[src/hdl/assert_macros.svh]
// assertion macros shared by the render block
// expects clk and arst_n in the scope of each use
`ifndef ASSERT_MACROS_SVH
`define ASSERT_MACROS_SVH

// expression holds at every edge out of reset
`define ASSERT_ALWAYS(label, expr, msg) \
	label: assert property (@(posedge clk) disable iff (!arst_n) (expr)) else $error(msg);

// consequent holds in the cycle after the antecedent
`define ASSERT_NEXT(label, ante, cons, msg) \
	label: assert property (@(posedge clk) disable iff (!arst_n) (ante) |=> (cons)) else $error(msg);

`endif

[src/hdl/rpcr_pkg.sv]
`timescale 1ns / 1ps
// shared widths, register codes and types of the raw pixel color render block
// no dependencies
package rpcr_pkg;

	localparam int SAMPLE_W  = 16;
	localparam int GAIN_W    = 16;
	localparam int COEF_W    = 16;
	localparam int NUM_LANES = 3;
	localparam int ROW_W     = NUM_LANES * COEF_W;
	localparam int CFG_IDX_W = 3;
	localparam int CFG_DATA_W = ROW_W;

	localparam int TABLE_ADDR_BITS_DEF = 16;
	localparam int COEFF_FRAC_BITS_DEF = 12;

	// configuration register indexes
	localparam logic [CFG_IDX_W-1:0] REG_WB_RED_GAIN  = 3'd0;
	localparam logic [CFG_IDX_W-1:0] REG_WB_BLUE_GAIN = 3'd1;
	localparam logic [CFG_IDX_W-1:0] REG_ROW_RED      = 3'd2;
	localparam logic [CFG_IDX_W-1:0] REG_ROW_GREEN    = 3'd3;
	localparam logic [CFG_IDX_W-1:0] REG_ROW_BLUE     = 3'd4;

	// item kinds
	localparam logic FUNC_RENDER = 1'b0;
	localparam logic FUNC_WRITE  = 1'b1;

	// control that travels down the pipeline with each word
	typedef struct packed {
		logic                valid;
		logic                func;
		logic [SAMPLE_W-1:0] entry_index;
		logic [SAMPLE_W-1:0] entry_value;
	} ctl_t;

	typedef struct packed {
		logic [SAMPLE_W-1:0] red;
		logic [SAMPLE_W-1:0] green;
		logic [SAMPLE_W-1:0] blue;
	} rgb_t;

endpackage

[src/hdl/rpcr_bal.sv]
`timescale 1ns / 1ps
// white balance front end: gain products, then saturation to Q16.F
// depends on rpcr_pkg
module rpcr_bal #(
	parameter int COEFF_FRAC_BITS = rpcr_pkg::COEFF_FRAC_BITS_DEF,
	localparam int CH_W = rpcr_pkg::SAMPLE_W + COEFF_FRAC_BITS
) (
	input  logic                          clk,
	input  logic                          arst_n,
	input  logic                          adv,
	input  rpcr_pkg::ctl_t                ctl_in,
	input  logic [rpcr_pkg::SAMPLE_W-1:0] in_red,
	input  logic [rpcr_pkg::SAMPLE_W-1:0] in_green,
	input  logic [rpcr_pkg::SAMPLE_W-1:0] in_blue,
	input  logic [rpcr_pkg::GAIN_W-1:0]   red_gain,
	input  logic [rpcr_pkg::GAIN_W-1:0]   blue_gain,
	output rpcr_pkg::ctl_t                ctl_s2,
	output logic [CH_W-1:0]               ch_s2 [rpcr_pkg::NUM_LANES]
);

	localparam int PROD_W = rpcr_pkg::SAMPLE_W + rpcr_pkg::GAIN_W;
	localparam logic [CH_W-1:0] CH_TOP = {{rpcr_pkg::SAMPLE_W{1'b1}}, {COEFF_FRAC_BITS{1'b0}}};
	localparam logic [PROD_W-1:0] PROD_TOP = PROD_W'(CH_TOP);

	rpcr_pkg::ctl_t              ctl_s1;
	logic [PROD_W-1:0]           red_s1;
	logic [PROD_W-1:0]           blue_s1;
	logic [rpcr_pkg::SAMPLE_W-1:0] green_s1;

	// control pipeline
	always_ff @(posedge clk or negedge arst_n) begin
		if (!arst_n) begin
			ctl_s1 <= '0;
			ctl_s2 <= '0;
		end else if (adv) begin
			ctl_s1 <= ctl_in;
			ctl_s2 <= ctl_s1;
		end
	end

	// stage 1: gain products, green passes at unity
	always_ff @(posedge clk) begin
		if (adv) begin
			red_s1   <= PROD_W'(in_red) * PROD_W'(red_gain);
			blue_s1  <= PROD_W'(in_blue) * PROD_W'(blue_gain);
			green_s1 <= in_green;
		end
	end

	// stage 2: saturate at full scale
	always_ff @(posedge clk) begin
		if (adv) begin
			ch_s2[0] <= (red_s1 > PROD_TOP) ? CH_TOP : red_s1[CH_W-1:0];
			ch_s2[1] <= {green_s1, {COEFF_FRAC_BITS{1'b0}}};
			ch_s2[2] <= (blue_s1 > PROD_TOP) ? CH_TOP : blue_s1[CH_W-1:0];
		end
	end

endmodule

[config.mk]
export PLATFORM = sky130hd
export DESIGN_NAME = rpcr_bal
export DESIGN_NICKNAME = d
export VERILOG_FILES = /design/src/hdl/assert_macros.svh /design/src/hdl/rpcr_pkg.sv /design/src/hdl/rpcr_bal.sv
export SDC_FILE = /design/constraint.sdc
export NUM_CORES = 1
export LEC_CHECK = 0
export BUFFER_PORTS_ARGS = -buffer_cell sky130_fd_sc_hd__buf_2
export CAP_MARGIN = 20
export CORE_MARGIN = 5
export CORE_UTILIZATION = 60
export CTS_BUF_LIST = sky130_fd_sc_hd__clkbuf_16
export CTS_CLUSTER_SIZE = 20
export DETAILED_ROUTE_END_ITERATION = 6
export GPL_TIMING_DRIVEN = 1
export HOLD_SLACK_MARGIN = 0.03
export PLACE_DENSITY_LB_ADDON = 0.15
export SYNTH_ARGS = -nofsm -noshare
export SYNTH_HDL_FRONTEND = slang
export SYNTH_SLANG_ARGS = --single-unit
[constraint.sdc]
create_clock -name clk -period 5.4 [get_ports clk]
set_input_delay 0.27 -clock clk [delete_from_list [all_inputs] [get_ports clk]]
set_output_delay 0.27 -clock clk [all_outputs]
set_load 0.02 [all_outputs]
* After elaboration in Yosys (flattened, before gate mapping)
Index checks and enable logic that the tools add are counted.
Word-level totals: bits in registers 220, output and inout port bits 118, logic and storage cells 18
Cells by class: multipliers 2, $lt $le $gt $ge 2
Operator list (count):
- $gt 32x28->1 const B | 2
- $mul 16x16->32 | 2

* Logic depth before layout (Yosys ltp)
Gate-level depths: netlist (run 1).
word-level depth 1, depth in mapped cells 22

* Worst setup path before layout (run 1)
OpenSTA, ideal clock, no wires.
path type input -> register, from input port in_blue[7] in the netlist's numbering, to register blue_s1[31] (data pin), slack -0.358 ns, setup time 0.258 ns, cell stages on the path 22, arrival 5.500 ns, cell sequence clkbuf_1 nand2_1 fa_1 inv_1 fa_1 inv_1 fa_1 inv_1 fa_1 fa_1 inv_1 fa_1 inv_1 ha_1 buf_2 nand3_1 or4_1 o22a_2 a31oi_4 nand4_2 o21ai_2 xnor2_1
Between the ends: longest elaborated chain between the ends 1
RTL lines:
- from (decl) | RTL line rpcr_bal.sv:14 | input logic [rpcr_pkg::SAMPLE_W-1:0] in_blue,
- $mul 16x16->32 | RTL line rpcr_bal.sv:45 | blue_s1 <= PROD_W'(in_blue) * PROD_W'(blue_gain);
- to (signal assigned) | RTL line rpcr_bal.sv:45
- to (decl) | RTL line rpcr_bal.sv:27 | logic [PROD_W-1:0] blue_s1;
No other way between the ends. A chain may end at the register's enable or synchronous reset.

* Worst setup path in the final report (run 1)
Same ends and word-level chain as after synthesis.

==> out/summary.md, run 1 <==
* **TritonCTS clock tree** yes
* **maximum root-to-sink buffer count** 3
* **maximum single-stage delay on the critical path** 0.57 ns
* **IO buf count** 222
* **footprint of the flip-flops and latches** 6270 um^2
* **synthesized area per cell** 10.4 um^2
* **area enclosed by the die boundary** 45500 um^2
* **Worst-path clk slew** 0.06 ns
* **fill count** 2942
* **I/O pin count** 235
* **run status** completed
* **share of synthesized registers carrying an async set or reset** 30.9%
* **most used cells in the layout excluding fill and tap cells** inv_1, fa_1, nand2_1
* **DRC** 0
* **multi-input combinational cell area** 16700 um^2
* **Final Max Slew Viols** 0
* **fin cells** 3384
* **number of failing hold endpoints at the final stage** 0
* **crit path time final** 5.30 ns
* **data arrival time at the worst-slack endpoint** 5.54 ns
* **area growth from synthesis to layout** 19.4%
* **post-synth cell types** 61
* **biggest fanout along the worst timing path** 8
* **maximum frequency from static timing analysis** 189 MHz
* **cell type of the slowest stage on the worst timing path** fa_1
* **via/cell ratio** 5.35
* **RD Place Congestion** 0.897
* **final layout net count** 3548
* **Worst Hold Depth** 2
* **post-DR wirelength/cell** 18.0 um
* **Yosys reg bits** 220
* **clock tree root buffer cell** clkbuf_16
* **part of the cycle the worst path needs** 98.1%
* **most common library cell in the layout ignoring fill and taps** inv_1
* **count of max-cap constraint violations** 0
* **critical path class** input port to flop
* **initial antenna violation count** 1
* **Die Span Y** 213 um
* **Setup violations, final** 0
* **Synth warnings** 0
* **Worst path most repeated cell** fa_1
* **maximum number of pins on one net before global-route repair** 113
* **count of vias placed by the detailed router** 18100
* **total global routing track utilization** 26.8%
* **worst clock skew** 0.0145 ns
* **mapped cell area** 24800 um^2
* **Skew-Pair Late Insertion Delay** 0.50 ns
* **grt ovf** 0
* **Hold Path Class** input port to flop
* **die outline width** 213 um
* **TritonCTS Buffers** 23
* **post-detail-place hpwl** 48900 um
* **register area share after synthesis** 25.3%
* **number of placement rows** 74
* **CP startpoint kind** input port
* **global-route wire length before repair** 98300 um
* **dominant register cell in the synthesized netlist** edfxtp_1
* **critical path required time** 5.64 ns
* **crit path cell chain** clkbuf_4, buf_4, nand2_1, fa_1, inv_1, fa_1, fa_1, fa_1, fa_1, inv_1, fa_1, inv_1, ha_4, nand2_2, or4_1, o22a_2, a31oi_4, nand4_4, o21ai_2, xnor2_1
* **length of the first detailed-routing pass in iterations** 5
* **worst rel slew slack** 38.5%
* **number of cells in the design after placement** 3290
* **number of enable-type register cells in the synthesized netlist** 152
* **clock tree sinks** 220
* **Std-Cell Core Area** 40800 um^2
* **initial cell density of the core** 60.7%
* **R2R cell count** 5
* **setup repair bufs after CTS** 0
* **cell count after synthesis** 2383
* **unrepaired setup endpoints after global routing** yes
* **CTS H-Tree Depth** 1
* **wire length reported by the detailed router** 60900 um
* **number of global-route vias before repair** 19200
* **capturing element type of the critical path** flop
* **post-route ant nets** 0
* **starting DRC count in detailed routing** 1230
* **Worst-Margin Slew** 0.923 ns
* **layout cell share with drive strength beyond 1** 20.4%
==> timing repair <==
action,CTS,global route
endpoints found under the hold margin,118,0
hold buffers,51,0
resized for setup,0,50
setup endpoints to repair,0,19
==> synth_stat cells, types with 2 or more instances <==
cell,count,area share [%]
a211oi_1,2,0.061
a21o_1,33,1.0
a21oi_1,56,1.1
a221oi_1,2,0.071
a311oi_1,2,0.071
a31oi_1,10,0.25
and2_1,267,6.7
and3_1,9,0.23
buf_1,5,0.076
buf_2,4,0.081
buf_4,13,0.39
clkbuf_1,79,1.2
dfrtp_1,68,6.9
edfxtp_1,152,18
fa_1,388,31
ha_1,208,11
inv_1,468,7.1
mux2_1,40,1.8
mux2_2,28,1.3
nand2_1,304,4.6
nand2b_1,34,0.86
nand3_1,13,0.26
nand4_1,18,0.45
nor2_1,31,0.47
nor2b_1,3,0.076
nor3_1,2,0.040
nor4_1,9,0.23
nor4b_1,2,0.071
o211ai_1,6,0.18
o21a_1,3,0.091
o21ai_0,12,0.24
o21ai_1,8,0.16
o21bai_1,9,0.27
o221ai_1,2,0.071
o22ai_1,3,0.076
o31ai_1,6,0.18
or4_1,4,0.12
xnor2_1,41,1.4
xor2_1,17,0.60
==> critical path, delay by kind of cell <==
family / cells / cell delay (ns)
AOI/OAI and AO/OA: 3 / 0.59
xor gates and xnor gates: 1 / 0.07
adders and majority gates: 7 / 3.31
buffers and inverters: 5 / 0.54
and+or+nand+nor: 4 / 0.74
==> cell families (layout without fill, tap and decap cells) <==
kind of cell | Yosys count | count (layout) | synth area share [%]
AOI/OAI and AO/OA | 168 | 168 | 4.48
and+or+nand+nor | 700 | 700 | 14.3
DFF | 220 | 220 | 25.3
buffers and inverters | 571 | 1028 | 8.88
other | 1 | 13 | 0.0151
xor gates and xnor gates | 58 | 58 | 2.05
muxes | 69 | 69 | 3.13
adders and majority gates | 596 | 596 | 41.9
==> worst paths after layout <==
kind                                        startpoint                       to  slack, ns
min in group asynchronous                       arst_n   ctl_s1[22]$_DFFE_PN0P_       0.51
worst max-delay path                        in_blue[7]    blue_s1[31]$_DFFE_PP_       0.10
worst min register to register  green_s1[10]$_DFFE_PP_      ch_s2[50]$_DFFE_PP_       0.42
worst min-delay path                       red_gain[0]      red_s1[0]$_DFFE_PP_       0.31
max in group asynchronous                       arst_n    ctl_s1[4]$_DFFE_PN0P_       4.34
worst max register to register     red_s1[0]$_DFFE_PP_  ch_s2[73]$_SDFFCE_PN1P_       3.05
==> per-stage QoR <==
stage          TNS (ns)  utilization (%)  cell area, um^2  hold WS (ns)  setup WS [ns]
5_1_grt         -0.0440             72.4            29600         0.317        -0.0243
3_3_place_gp      -6.84             68.9            28100         0.401         -0.364
3_5_place_dp      -8.93             68.9            28100         0.408         -0.448
2_1_floorplan    -0.163                -            25100       -0.0256        -0.0969
6_report              0             72.4            29600         0.313          0.102
4_1_cts               0             71.8            29300         0.281         0.0483
==> per-layer routing <==
layer | up-vias | global-route usage [%] | wire length (um)
met5 | - | 0 | 0
met4 | 0 | 4.65 | 1020
met3 | 72 | 4.36 | 4500
met2 | 610 | 43.7 | 29100
met1 | 9149 | 39.0 | 26300
li1 | 8270 | - | -
==> sequential cells by signal (all words and copies together), names as in the netlist <==
register and cells:
blue_s1 32, ch_s2 72, ctl_s1 34, ctl_s2 34, green_s1 16, red_s1 32
==> final cells by class <==
type                            instances  area share (%)
Sequential cell                       220            21.2
Antenna cell                            1         0.00846
Tap cell                              532            2.25
Clock inverter                         18           0.305
Timing Repair Buffer                  518            11.9
Multi-Input combinational cell       1603            56.4
Inverter                              469            5.95
Clock buffer                           23            1.95
Power of run 1 is not shown: default switching activity piles up to over one toggle a cycle in this logic, so the estimate is an artifact.
==> run 2: changes to the inputs <==
--- a/config.mk
+++ b/config.mk
@@ -5,6 +5,7 @@
 export SDC_FILE = /design/constraint.sdc
 export NUM_CORES = 1
 export LEC_CHECK = 0
+export ABC_AREA = 1
 export BUFFER_PORTS_ARGS = -buffer_cell sky130_fd_sc_hd__buf_2
 export CAP_MARGIN = 20
 export CORE_MARGIN = 5
==> run 2 against run 1 <==
  * Sequential share of layout area decreased by 0.074 points
  * Global-route usage increased by 0.12 points
  * Worst hold slack worse by 0.25 ns
  * Final cell count increased by 22%
  * Synthesized area increased by 8.4%
  * Worst setup slack gained 0.36 ns
  * Critical endpoint is now blue_s1[29]$_DFFE_PP_
==> out/summary.md, run 2 <==
* **DRC** 0, unchanged
* **layout cell share with drive strength beyond 1** 10.6%, -9.8 points
* **critical path class** input port to flop
* **maximum number of pins on one net before global-route repair** 216, +91%
* **part of the cycle the worst path needs** 91.5%, -6.6 points
* **dominant register cell in the synthesized netlist** edfxtp_1
* **Hold Path Class** input port to flop
* **initial cell density of the core** 60.7%, +0.066 points
* **post-DR wirelength/cell** 15.6 um, -13%
* **run status** completed
* **post-route ant nets** 0, unchanged
* **clock tree root buffer cell** clkbuf_16
* **number of enable-type register cells in the synthesized netlist** 152, unchanged
* **Worst-Margin Slew** 0.919 ns, -0.00383 ns
* **Final Max Slew Viols** 0, unchanged
* **number of placement rows** 77, +4.1%
* **TritonCTS Buffers** 20, -13%
* **footprint of the flip-flops and latches** 6270 um^2, unchanged
* **number of global-route vias before repair** 21500, +12%
* **share of synthesized registers carrying an async set or reset** 30.9%, unchanged
* **final antenna diode count** 0, -1
* **number of cells in the design after placement** 4035, +23%
* **unrepaired setup endpoints after global routing** no
* **count of max-cap constraint violations** 0, unchanged
* **area share of the leading cell type in the synthesized netlist** 28.9%, -2.4 points
* **DP Area** 28500 um^2, +1.4%
* **via/cell ratio** 4.99, -6.7%
* **total global routing track utilization** 26.9%, +0.12 points
* **cell count after synthesis** 3316, +39%
* **data arrival time at the worst-slack endpoint** 5.21 ns, -0.33 ns
* **Yosys reg bits** 220, unchanged
* **CTS H-Tree Depth** 1, unchanged
* **worst rel slew slack** 38.7%, +0.26 points
* **Skew-Pair Late Insertion Delay** 0.50 ns, about the same
* **grt ovf** 0, unchanged
* **biggest area consumer among synthesized cells** fa_1
* **capturing element type of the critical path** flop
* **TritonCTS clock tree** yes
* **die outline width** 222 um, +3.9%
* **wire length reported by the detailed router** 64300 um, +5.7%
* **area enclosed by the die boundary** 49100 um^2, +8.0%
* **critical path required time** 5.67 ns, +0.03 ns
* **count of vias placed by the detailed router** 20600, +14%
* **fin cells** 4121, +22%
* **number of failing hold endpoints at the final stage** 0, unchanged
* **worst clock skew** 0.0287 ns, +0.0142 ns
* **multi-input combinational cell area** 16300 um^2, -2.3%
* **quantity of gates resized following cts** 0, unchanged
* **global-route wire length before repair** 109000 um, +11%
* **cell types occupying the most area after synthesis** fa_1, edfxtp_1, inv_1
* **length of the first detailed-routing pass in iterations** 6, +1
* **IO buf count** 222, unchanged
* **post-synth cell types** 29, -52%
* **initial antenna violation count** 0, -1
* **top cells by instance count after synthesis** inv_1, nand2_1, fa_1
* **post-route design area** 29700 um^2, +0.35%
* **register area share after synthesis** 23.3%, -2.0 points
* **crit path time final** 4.94 ns, -0.358 ns
* **Synth warnings** 0, unchanged
* **mapped cell area** 26900 um^2, +8.4%
* **Worst-path clk slew** 0.07 ns, about the same
* **Std-Cell Core Area** 44200 um^2, +8.3%
* **flip-flop count of the largest register after layout** 72, unchanged
* **I/O pin count** 235, unchanged
* **total negative setup slack** 0 ns, unchanged
* **area growth from synthesis to layout** 10.5%
* **registers with the most flip-flops** ch_s2: 72 flops, ctl_s1: 34 flops, ctl_s2: 34 flops
* **cell with the most instances after synthesis** inv_1
* **synthesized area per cell** 8.10 um^2, -22%
* **Biggest register** ch_s2
* **starting DRC count in detailed routing** 1543, +25%
* **Die Span Y** 222 um, +3.9%
* **RD Place Congestion** 0.947, +5.6%
* **Setup violations, final** 0, unchanged
* **most common library cell in the layout ignoring fill and taps** inv_1
* **final layout net count** 4228, +19%
* **post-detail-place hpwl** 52700 um, +7.9%
* **most used cells in the layout excluding fill and tap cells** inv_1, nand2_1, fa_1
* **fill count** 3714, +26%
* **CP startpoint kind** input port
* **biggest fanout along the worst timing path** 16, +8
* **maximum frequency from static timing analysis** 202 MHz, +7.2%
* **maximum root-to-sink buffer count** 3, unchanged
* **clock tree sinks** 220, unchanged
[run 2: final timing paths]
path	start	end	slack [ns]	depth (start not counted)
max	in_blue[7]	blue_s1[29]$_DFFE_PP_	0.46	24
min	ctl_in[26]	ctl_s1[26]$_DFFE_PN0P_	0.06	3
min in group asynchronous	arst_n	ctl_s2[29]$_DFFE_PN0P_	0.48	3
max in group asynchronous	arst_n	ctl_s1[20]$_DFFE_PN0P_	4.33	3
max reg2reg	blue_s1[30]$_DFFE_PP_	ch_s2[22]$_SDFFCE_PN1P_	3.54	4
min reg2reg	green_s1[7]$_DFFE_PP_	ch_s2[47]$_DFFE_PP_	0.42	0
[run 2: routing by layer]
metal | wire length [um] | vias up | part of all wire (%) | GRT usage, %
met4 | 1100 | 0 | 1.7 | 5.03
met1 | 29800 | 9876 | 46 | 40.8
met5 | 0 | - | 0 | 0
met2 | 28800 | 727 | 45 | 42.7
li1 | - | 9862 | - | -
met3 | 4710 | 91 | 7.3 | 3.30
[run 2: worst max-delay path, cell delays in order]
cell and delay, ns:
buf_2 0.36, nand2_1 0.14, fa_1 0.54, inv_1 0.05, fa_1 0.49, inv_1 0.05
fa_1 0.53, inv_1 0.05, fa_1 0.46, fa_1 0.49, inv_1 0.05, fa_1 0.47
inv_1 0.04, ha_1 0.35, nand2_1 0.13, nand2_1 0.07, nand2_1 0.06, nand2_1 0.07
nand2_1 0.06, nand2_1 0.06, a21oi_1 0.20, nand2_1 0.09, nand2_1 0.06, nand2_1 0.05
[run 2: cell type report]
type | count | area share (%)
multi-input combinational | 1976 | 54.9
sequential | 220 | 21.1
tap | 592 | 2.50
timing repair buffer | 325 | 6.97
inverter | 972 | 12.3
clock inverter | 14 | 0.320
clock buffer | 22 | 1.86
[run 2: cells by family (layout without fill, tap and decap cells)]
family                   Yosys count  in the layout  share of synthesized area (%)
other                              1             12                         0.0140
buffers and inverters           1131           1333                           16.1
adder cells (fa/ha/maj)          596            596                           38.6
flip-flops                       220            220                           23.3
XOR/XNOR                          36             36                           1.17
AND/OR/NAND/NOR                 1226           1226                           18.7
AO/OA/AOI/OAI                    106            106                           2.01
[run 2: timing repair]
| action | 4_1_cts | 5_1_grt |
|---|---|---|
| hold buffers | 50 | 0 |
| endpoints found under the setup margin | 0 | 0 |
| hold endpoints to repair | 117 | 0 |
| buffers inserted | 0 | 0 |
[run 2: per-stage QoR]
step / util, % / worst slack (ns) / hold WS (ns)
global route: 67.1 / 0.205 / 0.0727
CTS: 67.1 / 0.454 / 0.0470
floorplan: - / 0.0918 / -0.0256
finish: 67.1 / 0.460 / 0.0580
detailed placement: 64.5 / -0.0682 / 0.405
global placement: 64.5 / 0.0000693 / 0.402
Power of run 2 is left out for the same reason.
