--- src/hdl/assert_macros.svh ---
// assertion macros shared by the render block
// expects clk and arst_n in the scope of each use
`ifndef ASSERT_MACROS_SVH
`define ASSERT_MACROS_SVH

// expression holds at every edge out of reset
`define ASSERT_ALWAYS(label, expr, msg) \
	label: assert property (@(posedge clk) disable iff (!arst_n) (expr)) else $error(msg);

// consequent holds in the cycle after the antecedent
`define ASSERT_NEXT(label, ante, cons, msg) \
	label: assert property (@(posedge clk) disable iff (!arst_n) (ante) |=> (cons)) else $error(msg);

`endif

--- src/hdl/rpcr_pkg.sv ---
`timescale 1ns / 1ps
// shared widths, register codes and types of the raw pixel color render block
// no dependencies
package rpcr_pkg;

	localparam int SAMPLE_W  = 16;
	localparam int GAIN_W    = 16;
	localparam int COEF_W    = 16;
	localparam int NUM_LANES = 3;
	localparam int ROW_W     = NUM_LANES * COEF_W;
	localparam int CFG_IDX_W = 3;
	localparam int CFG_DATA_W = ROW_W;

	localparam int TABLE_ADDR_BITS_DEF = 16;
	localparam int COEFF_FRAC_BITS_DEF = 12;

	// configuration register indexes
	localparam logic [CFG_IDX_W-1:0] REG_WB_RED_GAIN  = 3'd0;
	localparam logic [CFG_IDX_W-1:0] REG_WB_BLUE_GAIN = 3'd1;
	localparam logic [CFG_IDX_W-1:0] REG_ROW_RED      = 3'd2;
	localparam logic [CFG_IDX_W-1:0] REG_ROW_GREEN    = 3'd3;
	localparam logic [CFG_IDX_W-1:0] REG_ROW_BLUE     = 3'd4;

	// item kinds
	localparam logic FUNC_RENDER = 1'b0;
	localparam logic FUNC_WRITE  = 1'b1;

	// control that travels down the pipeline with each word
	typedef struct packed {
		logic                valid;
		logic                func;
		logic [SAMPLE_W-1:0] entry_index;
		logic [SAMPLE_W-1:0] entry_value;
	} ctl_t;

	typedef struct packed {
		logic [SAMPLE_W-1:0] red;
		logic [SAMPLE_W-1:0] green;
		logic [SAMPLE_W-1:0] blue;
	} rgb_t;

endpackage

--- src/hdl/rpcr_if.sv ---


interface rpcr_out_if;
	logic                          valid;
	logic                          ready;
	logic [rpcr_pkg::SAMPLE_W-1:0] out_red;
	logic [rpcr_pkg::SAMPLE_W-1:0] out_green;
	logic [rpcr_pkg::SAMPLE_W-1:0] out_blue;

	modport source (output valid, out_red, out_green, out_blue, input ready);
	modport sink (input valid, out_red, out_green, out_blue, output ready);
endinterface

--- src/hdl/rpcr_out.sv ---
`timescale 1ns / 1ps
// output and skid registers for the result word merged from the three lane results
// depends on rpcr_pkg, rpcr_if and assert_macros.svh
`include "assert_macros.svh"

module rpcr_out (
	input  logic          clk,
	input  logic          arst_n,
	input  logic          take,
	input  rpcr_pkg::rgb_t data,
	output logic          adv,
	rpcr_out_if.source    result
);

	logic           out_valid_q;
	logic           skid_valid_q;
	rpcr_pkg::rgb_t out_q;
	rpcr_pkg::rgb_t skid_q;

	// pipeline moves while the skid register is free
	assign adv = !skid_valid_q;

	// occupancy of output and skid registers
	always_ff @(posedge clk or negedge arst_n) begin
		if (!arst_n) begin
			out_valid_q  <= 1'b0;
			skid_valid_q <= 1'b0;
		end else if (skid_valid_q) begin
			if (result.ready) begin
				skid_valid_q <= 1'b0;
			end
		end else if (!out_valid_q || result.ready) begin
			out_valid_q <= take;
		end else if (take) begin
			skid_valid_q <= 1'b1;
		end
	end

	// word data
	always_ff @(posedge clk) begin
		if (skid_valid_q) begin
			if (result.ready) begin
				out_q <= skid_q;
			end
		end else if (!out_valid_q || result.ready) begin
			if (take) begin
				out_q <= data;
			end
		end else if (take) begin
			skid_q <= data;
		end
	end

	assign result.valid     = out_valid_q;
	assign result.out_red   = out_q.red;
	assign result.out_green = out_q.green;
	assign result.out_blue  = out_q.blue;

	`ASSERT_ALWAYS(a_skid_needs_out, !skid_valid_q || out_valid_q, "skid full with output empty")
	`ASSERT_NEXT(a_skid_drains, skid_valid_q && result.ready, !skid_valid_q && out_valid_q, "skid did not drain")
	`ASSERT_NEXT(a_skid_catches, take && out_valid_q && !result.ready && !skid_valid_q, skid_valid_q, "word lost on stall")

endmodule

--- src/flat_wrapper.sv ---
// flat-port wrapper written by rule: the top's interface ports become plain ports
module rpcr_out_flat 
  (clk, arst_n, take, data, adv, result_valid, result_out_red, result_out_green, result_out_blue, result_ready);
  rpcr_out_if result_i ();
  input  logic clk;
  input  logic arst_n;
  input  logic take;
  input  rpcr_pkg::rgb_t data;
  output logic adv;
  output wire logic [$bits(result_i.valid)-1:0] result_valid;
  output wire logic [$bits(result_i.out_red)-1:0] result_out_red;
  output wire logic [$bits(result_i.out_green)-1:0] result_out_green;
  output wire logic [$bits(result_i.out_blue)-1:0] result_out_blue;
  input wire logic [$bits(result_i.ready)-1:0] result_ready;
  assign result_valid = result_i.valid;
  assign result_out_red = result_i.out_red;
  assign result_out_green = result_i.out_green;
  assign result_out_blue = result_i.out_blue;
  assign result_i.ready = result_ready;
  rpcr_out u_core (.clk(clk), .arst_n(arst_n), .take(take), .data(data), .adv(adv), .result(result_i));
endmodule
--- config.mk ---
export PLATFORM = sky130hd
export DESIGN_NAME = rpcr_out_flat
export DESIGN_NICKNAME = d
export VERILOG_FILES = /design/src/hdl/rpcr_pkg.sv /design/src/hdl/rpcr_if.sv /design/src/hdl/rpcr_out.sv /design/src/flat_wrapper.sv
export VERILOG_INCLUDE_DIRS = /design/src /design/src/hdl
export SDC_FILE = /design/constraint.sdc
export NUM_CORES = 1
export LEC_CHECK = 0
export ABC_AREA = 1
export BUFFER_PORTS_ARGS = -buffer_cell sky130_fd_sc_hd__buf_4
export CAP_MARGIN = 20
export CORE_MARGIN = 5
export CORE_UTILIZATION = 53
export CTS_BUF_LIST = sky130_fd_sc_hd__clkbuf_4
export CTS_CLUSTER_SIZE = 28
export DETAILED_ROUTE_END_ITERATION = 8
export GPL_TIMING_DRIVEN = 1
export HOLD_SLACK_MARGIN = 0.15
export PLACE_DENSITY = 0.81
export SLEW_MARGIN = 20
export SYNTH_ARGS = -nofsm -noshare
export SYNTH_HDL_FRONTEND = slang
export SYNTH_SLANG_ARGS = --single-unit
--- constraint.sdc ---
create_clock -name clk -period 4.6 [get_ports clk]
set_input_delay 1.15 -clock clk [delete_from_list [all_inputs] [get_ports clk]]
set_output_delay 1.15 -clock clk [all_outputs]
set_load 0.02 [all_outputs]
==> Word-level counts from Yosys, hierarchy flattened <==
Cells that the tools add are included.
{ "classes": {"eq_ne": 1, "reduce_logical": 8, "bitwise": 2, "mux": 8} }
{ "op_table": {"columns": ["cell", "count"], "rows": [
  ["2-to-1 mux 48 bit", 4],
  ["AND reduction 3 bit", 2],
  ["2-to-1 mux 1 bit", 4],
  ["nonzero test 2 bit", 2],
  ["zero test 1 bit", 2],
  ["!= test 2 bit (second input constant)", 1],
  ["inverter 1 bit", 2],
  ["AND reduction 2 bit", 1],
  ["logical OR 1 bit", 1]
]} }
{ "totals": {"in_bits": 52, "ff_bits": 98, "out_inout_bits": 50} }

==> Depth between registers and ports, before layout <==
Gate-level depths: netlist of the first run.
{ "depth": {"ltp_word": 4, "ltp_mapped": 5, "depth_no_buf": 4} }

==> Worst setup path before layout of the first run <==
OpenSTA, ideal clock, no wires.
{ "synth_path": {"path_type": "input port to flip-flop", "start": "input result_ready", "end": "register u_core.skid_q[0] (netlist name), enable pin", "t_required_ns": 4.146, "n_path_buf": 0, "arrival_time_ns": 3.347, "cell_stages": 3, "setup_slack_ns": 0.799, "cell_sequence": "inv_1 -> nand3_1 -> nor2_1"} }
{ "synth_via": {"elab_chain_cells": 3} }
{ "synth_rtl": {"columns": ["item", "line", "rtl"], "rows": [
  ["start: declaration", "flat_wrapper.sv:14", "input wire logic [$bits(result_i.ready)-1:0] result_ready;"],
  ["logical OR 1 bit", "rpcr_out.sv:45", "end else if (!out_valid_q || result.ready) begin"],
  ["inverter 1 bit (no line)", null, null],
  ["AND reduction 3 bit (no line)", null, null],
  ["end signal: assignment", "rpcr_out.sv:50", "skid_q <= data;"],
  ["end: declaration", "rpcr_out.sv:18", "rpcr_pkg::rgb_t skid_q;"]
]} }
No other way between the ends.
A chain may end at the register's enable or synchronous reset.

==> Final worst setup path of the first run <==
{ "layout_path": {"start": "register u_core.skid_valid_q", "end": "output adv"} }
{ "layout_via": {"elab_chain_cells": 1} }
{ "layout_rtl": {"columns": ["item", "line", "rtl"], "rows": [
  ["start: declaration", "rpcr_out.sv:16", "logic skid_valid_q;"],
  ["start signal: assignment", "rpcr_out.sv:27", "skid_valid_q <= 1'b0;"],
  ["start signal: assignment", "rpcr_out.sv:30", "skid_valid_q <= 1'b0;"],
  ["start signal: assignment", "rpcr_out.sv:35", "skid_valid_q <= 1'b1;"],
  ["zero test 1 bit", "rpcr_out.sv:21", "assign adv = !skid_valid_q;"],
  ["end: declaration", "flat_wrapper.sv:9", "output logic adv;"]
]} }
No other way between the ends.

==> results by group, run 1 <==
Run status
  • Status: finished, final reports clean

Drt
  • Post-route DRC: 0
  • Starting DRT DRC Count: 118
  • Routed wire length per instance: roughly 15 um
  • Met3 routed WL: 444 um
  • Wl on met1: 2927 um
  • Pre-Repair DR Iteration Count: 4
  • Total number of vias: ~2200
  • Antenna Violating Nets Remaining: 0
  • DR vias/cell: slightly below 5
  • DR WL met2: 3204 um
  • Post-Route WL: 6692 um
  • Max Used Layer: met4

Timing
  • Slew Viols, Final: 0
  • Worst Skew: 17.45 ps
  • Fmax: 0.3042 GHz
  • Fin Setup TNS: 0 ps
  • Tightest Pin Transition: 918.4 ps
  • Slew HR: 38.77%
  • Final critical path time including I/O delays and setup: 3287 ps
  • Final Hold Viols: 0
  • RSZ-0062 raised after global routing: false
  • Final worst setup slack: between 1000 and 1500 ps
  • Fin crit share: 71.45%
  • # setup viols final: 0

Setup path
  • Register-to-Register Path Depth: 3
  • Startpoint types: flop
  • Worst Path Buf+Inv: 2
  • Crit path max fanout: 52
  • R2R Path Start: u_core.skid_valid_q$_DFF_PN0_
  • Crit path arrival time: 2140 ps
  • Reg-to-Reg End: u_core.result.out_blue[15]$_DFFE_PP_
  • Data required, critical path: 3450 ps
  • CP top delay family: flip-flops
  • Critical path capture point type: output pin
  • Crit Path Category: flop to output pin
  • Max stage delay on crit path: 990 ps
  • Critical path depth: 2
  • CP endpoint: adv
  • Worst-path cell chain: inv_4 > buf_4
  • Reg2reg setup slack: 2090 ps
  • Critical-path top delay cell: dfrtp_2
  • Crit path from: u_core.skid_valid_q$_DFF_PN0_

Clock tree
  • Post-CTS Resized: 0
  • CTS H-tree depth: 3
  • Post-CTS setup buffer count: 0
  • Clock-pin slew on the worst setup and hold paths: 120 ps
  • CTS Root Cell: clkbuf_4
  • Clock Tree Buf Depth: 2
  • Hold-fix buffers at CTS: 0
  • Clk_lat worst skew: 420 ps
  • CTS tree: yes
  • CTS Buf Count: 9
  • Clk sinks: a little under 100

Global route
  • Largest net degree at the start of global routing: 53
  • Total GRT Usage: between 10% and 20%
  • GRT overflow: 0
  • Antenna violations before repair: 0
  • First-pass GRT wire length: 10450 um
  • Number of global-route vias before repair: 2158

Placement
  • Routability cong.: slightly above 0.7
  • Setup WS pre-CTS: 1708 ps
  • # port buffers: slightly above 100
  • HPWL Detailed: 4439 um

Logic synthesis
  • Cell taking the most area after synthesis: edfxtp_1
  • Cells after Synth: 264
  • Synth Cell Area: 3617 sq um
  • Syn avg cell area: 13.70 sq um
  • Post-synth cell types: 12
  • Yosys top cell area share: around 80%
  • Sequential fraction of the synthesis area: around four fifths
  • Top cells by area, synth: edfxtp_1 80%, nand2_1 15%, buf_6 1.6%
  • Register bit total from synthesis: between 90 and 100
  • Syn nets: 316
  • Ys Warns: 0

Die
  • Die X: 92.62 um
  • IO Pins: 102
  • Die Area: about 8600 sq um
  • Row cnt: 30
  • Die Y-Extent: 92.62 um
  • Initial Util: 53.84%
  • Core ar.: 6719 sq um

Layout
  • # fillers: between 400 and 500
  • Nets: 418
  • Share of cells above drive strength 1: 33.15%
  • Synthesis-to-layout area growth: 26.32%
  • Antenna diode count: 0

Worst hold path
  • Tightest Hold Check Type: input port to async pin

Pwr
  • Maximum VDD drop: 0.2381 mV
  • Pleak: 1.956 nW
  • Pwr Density: 446.6 nW/um^2

Flow run
  • Max-Cap Viols: 0
## cell type report
| cell class | instances | area (sq um) | share of cell area, % |
|---|---|---|---|
| Sequential cell | 98 | 2934 | 64.21 |
| Timing Repair Buffer | 102 | 765.7 | 16.76 |
| Inverter | 2 | 10.01 | 0.2191 |
| Multi-Input combinational cell | 153 | 598.1 | 13.09 |
| Clock inverter | 5 | 78.83 | 1.725 |
| Clock buffer | 11 | 82.58 | 1.807 |
| Tap cell | 80 | 100.1 | 2.191 |
## cells in the final DEF, fill, tap and decap left out, drive strengths merged
cell type | synthesis | final
nand3 | 2 | 2
clkbuf | 0 | 11
edfxtp | 96 | 96
bufinv | 0 | 2
nand2 | 148 | 148
o21ai | 2 | 2
buf | 11 | 102
clkinv | 0 | 3
inv | 2 | 2
dfrtp | 2 | 2
nor2 | 1 | 1
## layer usage
metal  up-vias  global-route usage (%)
li1       1093                       -
met1      1016                   20.86
met2        88                   25.80
met3        10                   3.412
met4         0                   7.692
met5         -                       0
## power by group
| part | switching, mW | internal [mW] | leakage [nW] | total, mW |
|---|---|---|---|---|
| Sequential | 0.0491 | 1.12 | 0.925 | 1.16 |
| Clock | 0.264 | 0.233 | 0.0908 | 0.497 |
| Combinational | 0.234 | 0.146 | 0.940 | 0.380 |
| Total | 0.548 | 1.49 | 1.96 | 2.04 |
## state kept, by name, summed over array words and instances (netlist names)
signal,cells
u_core.result.out_blue,16
u_core.result.out_red,16
u_core.result.valid,1
u_core.skid_valid_q,1
u_core.skid_q,48
u_core.result.out_green,16
## worst min-delay path by stage
stage / from / to / depth (start not counted)
after floorplan: u_core.skid_q[40]$_DFFE_PP_ / u_core.result.out_red[8]$_DFFE_PP_ / 2
after global routing: arst_n / u_core.skid_valid_q$_DFF_PN0_ / 1
after global placement: u_core.skid_q[39]$_DFFE_PP_ / u_core.result.out_red[7]$_DFFE_PP_ / 2
final: arst_n / u_core.skid_valid_q$_DFF_PN0_ / 1
after CTS: arst_n / u_core.skid_valid_q$_DFF_PN0_ / 1
after detailed placement: u_core.skid_q[7]$_DFFE_PP_ / u_core.result.out_blue[7]$_DFFE_PP_ / 2
## stage by stage
step           hold WS (ps)  cells  instance area, sq um  total power [mW]  utilization, %
3_3_place_gp          501.4    435                  4403             1.557           65.53
2_1_floorplan         490.5    264                  3617             1.401               -
4_1_cts               460.9    451                  4564             2.060           67.93
3_5_place_dp          504.5    435                  4403             1.570           65.53
6_report              494.5    451                  4569             2.041           68.01
5_1_grt               462.5    451                  4569             2.131           68.01
## cell usage after synthesis (all sizes together)
| library cell | n |
|---|---|
| edfxtp | 96 |
| dfrtp | 2 |
| inv | 2 |
| nand3 | 2 |
| nand2 | 148 |
| buf | 11 |
| o21ai | 2 |
| nor2 | 1 |
## logic make-up (layout without fill, tap and decap cells)
family	Yosys count	after routing	share of synthesized area [%]
AOI/OAI and AO/OA	2	2	0.3804
DFF	98	98	81.08
buffers and inverters	13	120	2.802
and+or+nand+nor	151	151	15.74
No activity file was read; power rests on OpenSTA's default activity.
==> run 2, diff against run 1 <==
--- a/config.mk
+++ b/config.mk
@@ -6,17 +6,17 @@
 export SDC_FILE = /design/constraint.sdc
 export NUM_CORES = 1
 export LEC_CHECK = 0
-export ABC_AREA = 1
+export ABC_AREA = 0
 export BUFFER_PORTS_ARGS = -buffer_cell sky130_fd_sc_hd__buf_4
 export CAP_MARGIN = 20
 export CORE_MARGIN = 5
-export CORE_UTILIZATION = 53
+export CORE_UTILIZATION = 49
 export CTS_BUF_LIST = sky130_fd_sc_hd__clkbuf_4
 export CTS_CLUSTER_SIZE = 28
 export DETAILED_ROUTE_END_ITERATION = 8
 export GPL_TIMING_DRIVEN = 1
 export HOLD_SLACK_MARGIN = 0.15
-export PLACE_DENSITY = 0.81
+export PLACE_DENSITY = 0.78
 export SLEW_MARGIN = 20
 export SYNTH_ARGS = -nofsm -noshare
 export SYNTH_HDL_FRONTEND = slang
==> constraint.sdc (replaced) <==
create_clock -name clk -period 3 [get_ports clk]
set_input_delay 0.75 -clock clk [delete_from_list [all_inputs] [get_ports clk]]
set_output_delay 0.75 -clock clk [all_outputs]
set_load 0.02 [all_outputs]
==> run 2 against run 1 <==
Net effect:
- cell count is 16% lower
- core utilization is 5.7 points lower
- sequential share of layout area is 2.6 points lower
- design area is 4.3% higher
- global-route usage is 2.2 points lower
- combinational power is 21% higher
- die area is 12% higher
- worst setup slack worse by 390 ps
- power is 36% higher
- area after synthesis is 5.2% higher
- largest power group unchanged
==> results by group, run 2 <==
Global route
  • GRT overflow: 0 (unchanged)
  • Number of global-route vias before repair: 1950 (was 2158)
  • Antenna violations before repair: 0 (unchanged)
  • Largest net degree at the start of global routing: 35 (was 53)
  • First-pass GRT wire length: 10120 um (was 10450 um)
  • Total GRT Usage: 13.80% (was 16.03%)

Die
  • IO Pins: 102 (unchanged)
  • Initial Util: 49.77% (was 53.84%)
  • Die Y-Extent: 98.14 um (was 92.62 um)
  • Die X: 98.14 um (was 92.62 um)
  • Core ar.: 7647 sq um (was 6719 sq um)
  • Row cnt: 32 (was 30)
  • Die Area: 9630 sq um (was 8578 sq um)

Clock tree
  • Post-CTS setup buffer count: 0 (unchanged)
  • Post-CTS Resized: 0 (unchanged)
  • Clock Tree Buf Depth: 2 (unchanged)
  • CTS Buf Count: 9 (unchanged)
  • CTS Root Cell: clkbuf_4 (unchanged)
  • Clock-pin slew on the worst setup and hold paths: 160 ps (was 120 ps)
  • CTS H-tree depth: 3 (unchanged)
  • CTS tree: yes (unchanged)
  • Clk sinks: 98 (unchanged)
  • Clk_lat worst skew: 430 ps (was 420 ps)
  • Hold-fix buffers at CTS: 1 (was 0)

Pwr
  • Internal: 2.062 mW (was 1.493 mW)
  • Sw Share: 25.95% (was 26.83%)
  • Pwr Density: 584.2 nW/um^2 (was 446.6 nW/um^2)
  • Clock power share: 23.2% (was 24.4%)
  • Reg power frac: 60.3% (was 57.0%)
  • Pleak: 1.879 nW (was 1.956 nW)
  • Maximum VDD drop: 0.1802 mV (was 0.2381 mV)
  • NetSw: 0.7226 mW (was 0.5476 mW)
  • Comb pwr share: 16.5% (was 18.6%)

Worst hold path
  • Worst hold path startpoint: data[5]
  • WHS Path Cells: 1
  • Hold Path End: u_core.skid_q[5]$_DFFE_PP_
  • Tightest Hold Check Type: input port to flop (was input port to async pin)

Placement
  • HPWL Detailed: 4738 um (was 4439 um)
  • Routability cong.: 0.7296 (was 0.7280)
  • # port buffers: 101 (unchanged)
  • Placed Area: 4628 sq um (was 4403 sq um)
  • Setup WS pre-CTS: 1071 ps (was 1708 ps)

Setup path
  • Crit Path Category: flop to output pin (unchanged)
  • Crit path max fanout: 21 (was 52)
  • R2R Path Start: u_core.skid_valid_q$_DFF_PN0_ (unchanged)
  • Reg2reg setup slack: 1120 ps (was 2090 ps)
  • Register-to-Register Path Depth: 2 (was 3)
  • Worst-path cell chain: inv_2 > buf_4 (was inv_4 > buf_4)
  • Critical-path top delay cell: dfrtp_4 (was dfrtp_2)
  • Reg-to-Reg End: u_core.result.out_red[10]$_DFFE_PP_ (was u_core.result.out_blue[15]$_DFFE_PP_)
  • Max stage delay on crit path: 660 ps (was 990 ps)
  • Crit path arrival time: 1330 ps (was 2140 ps)
  • Critical path capture point type: output pin (unchanged)
  • Startpoint types: flop (unchanged)
  • Data required, critical path: 2250 ps (was 3450 ps)

Timing
  • Slew HR: 59.99% (was 38.77%)
  • RSZ-0062 raised after global routing: false (unchanged)
  • Fmax: 0.4817 GHz
  • Final Hold Viols: 0 (unchanged)
  • Final critical path time including I/O delays and setup: 2076 ps
  • Fin Setup TNS: 0 ps (unchanged)
  • Final worst setup slack: 923.9 ps (was 1313 ps)
  • Tightest Pin Transition: 600.2 ps (was 918.4 ps)
  • Slew Viols, Final: 0 (unchanged)
  • Fin crit share: 69.20%
  • # setup viols final: 0 (unchanged)
  • Worst Skew: 16.54 ps (was 17.45 ps)

Drt
  • Post-route DRC: 0 (unchanged)
  • Starting DRT DRC Count: 82 (was 118)
  • Routed wire length per instance: 17.26 um (was 14.84 um)
  • DR vias/cell: 4.807 (was 4.894)
  • Pre-Repair DR Iteration Count: 4 (unchanged)
  • Post-Route WL: 6523 um (was 6692 um)
  • Antenna Violating Nets Remaining: 0 (unchanged)
  • Total number of vias: 1817 (was 2207)

Layout
  • Synthesis-to-layout area growth: 25.25% (was 26.32%)
  • Nets: 323 (was 418)
  • # fillers: 545 (was 486)
  • Fin area: 4767 sq um (was 4569 sq um)
  • Max reg flops: 48 (unchanged)
  • Antenna diode count: 0 (unchanged)
  • Share of cells above drive strength 1: 62.32% (was 33.15%)
  • Util after Layout: 62.34% (was 68.01%)
  • Largest Register: u_core.skid_q (unchanged)
  • Most common cell after layout, fill and taps aside: buf_4 (was nand2_1)
  • Commonest cells after routing, fill and taps aside: 104 x buf_4, 96 x edfxtp_1, 45 x mux2_4, 9 x clkbuf_4, 3 x mux2_2 (was 147 x nand2_1, 102 x buf_4, 96 x edfxtp_1, 11 x clkbuf_4)

Logic synthesis
  • Post-synth top flop: edfxtp_1 (unchanged)
  • Ys Warns: 0 (unchanged)
  • Syn nets: 212 (was 316)
  • Top cells by area, synth: edfxtp_1 76%, mux2_4 18%, buf_12 2.6% (was edfxtp_1 80%, nand2_1 15%, buf_6 1.6%)
  • Sequential fraction of the synthesis area: 77.05% (was 81.08%)
  • Synth Cell Area: 3806 sq um (was 3617 sq um)
  • Register bit total from synthesis: 98 (unchanged)
  • Cells after Synth: 160 (was 264)
  • Synth cell count leaders: 96 x edfxtp_1, 45 x mux2_4, 5 x buf_12 (was 148 x nand2_1, 96 x edfxtp_1, 5 x buf_6)
  • Ys async rst share: 2.041% (unchanged)
  • EDFF count, synth: 96 (unchanged)
  • Syn avg cell area: 23.79 sq um (was 13.70 sq um)
  • Yosys top cell area share: 75.74% (was 79.70%)
  • Most frequent cell after synthesis: edfxtp_1 (was nand2_1)
  • Post-synth cell types: 13 (was 12)
  • Cell taking the most area after synthesis: edfxtp_1 (unchanged)

Run status
  • Status: finished, final reports clean (unchanged)

Flow run
  • Max-Cap Viols: 0 (unchanged)
==> run 2: critical path, delay by kind of cell, from the launching register on <==
kind	cells	cell delay [ps]
flops	1	660
buf+inv	2	230
==> run 2: cells by family after synthesis <==
kind of cell           count (synthesis)  share of synthesized area [%]
AO/OA/AOI/OAI                          3                         0.5917
buffers and inverters                  7                          3.024
flip-flops                            98                          77.05
multiplexers                          48                          18.64
AND/OR/NAND/NOR                        4                         0.6905
==> run 2: routing by layer <==
layer / up-vias / share of wire [%] / routed length (um) / track usage [%]
met5: - / 0 / 0 / 0
li1: 856 / - / - / -
met1: 892 / 41 / 2642 / 16.56
met3: 6 / 6.3 / 410 / 4.429
met2: 63 / 52 / 3381 / 22.72
met4: 0 / 1.4 / 89 / 6.513
==> run 2: final cells by class <==
cell class / instances / area, sq um / share of cell area [%]
Multi-Input combinational cell: 55 / 759.5 / 15.93
Timing Repair Buffer: 106 / 810.8 / 17.01
Clock inverter: 7 / 61.31 / 1.286
Clock buffer: 9 / 67.56 / 1.417
Tap cell: 102 / 127.6 / 2.677
Sequential cell: 98 / 2937 / 61.60
Inverter: 1 / 3.754 / 0.07874
==> run 2: worst max path at each step <==
| stage | cells past startpoint | slack, ps | end | start |
|---|---|---|---|---|
| 3_3_place_gp | 3 | 1100 | u_core.result.out_green[8]$_DFFE_PP_ | take |
| 5_1_grt | 2 | 840 | adv | u_core.skid_valid_q$_DFF_PN0_ |
| 6_report | 2 | 920 | adv | u_core.skid_valid_q$_DFF_PN0_ |
| 3_5_place_dp | 3 | 1070 | u_core.result.out_green[8]$_DFFE_PP_ | take |
| 2_1_floorplan | 4 | 680 | u_core.result.out_blue[0]$_DFFE_PP_ | u_core.skid_valid_q$_DFF_PN0_ |
| 4_1_cts | 2 | 890 | adv | u_core.skid_valid_q$_DFF_PN0_ |
==> run 2: per-stage QoR <==
stage | instances | hold slack, ps | total power, mW
after CTS | 378 | 460.7 | 2.815
final | 378 | 488.6 | 2.785
after detailed placement | 361 | 531.7 | 2.178
after global placement | 361 | 526.7 | 2.166
after global routing | 378 | 434.8 | 2.900
after floorplan | 160 | 454.4 | 1.990
==> run 2: power by group through the flow <==
stage	Sequential (mW)	Combinational, mW	Clock [mW]
2_1_floorplan	1.78	0.206	0
3_3_place_gp	1.71	0.457	0
3_5_place_dp	1.71	0.466	0
4_1_cts	1.68	0.467	0.666
5_1_grt	1.69	0.486	0.724
6_report	1.68	0.460	0.646
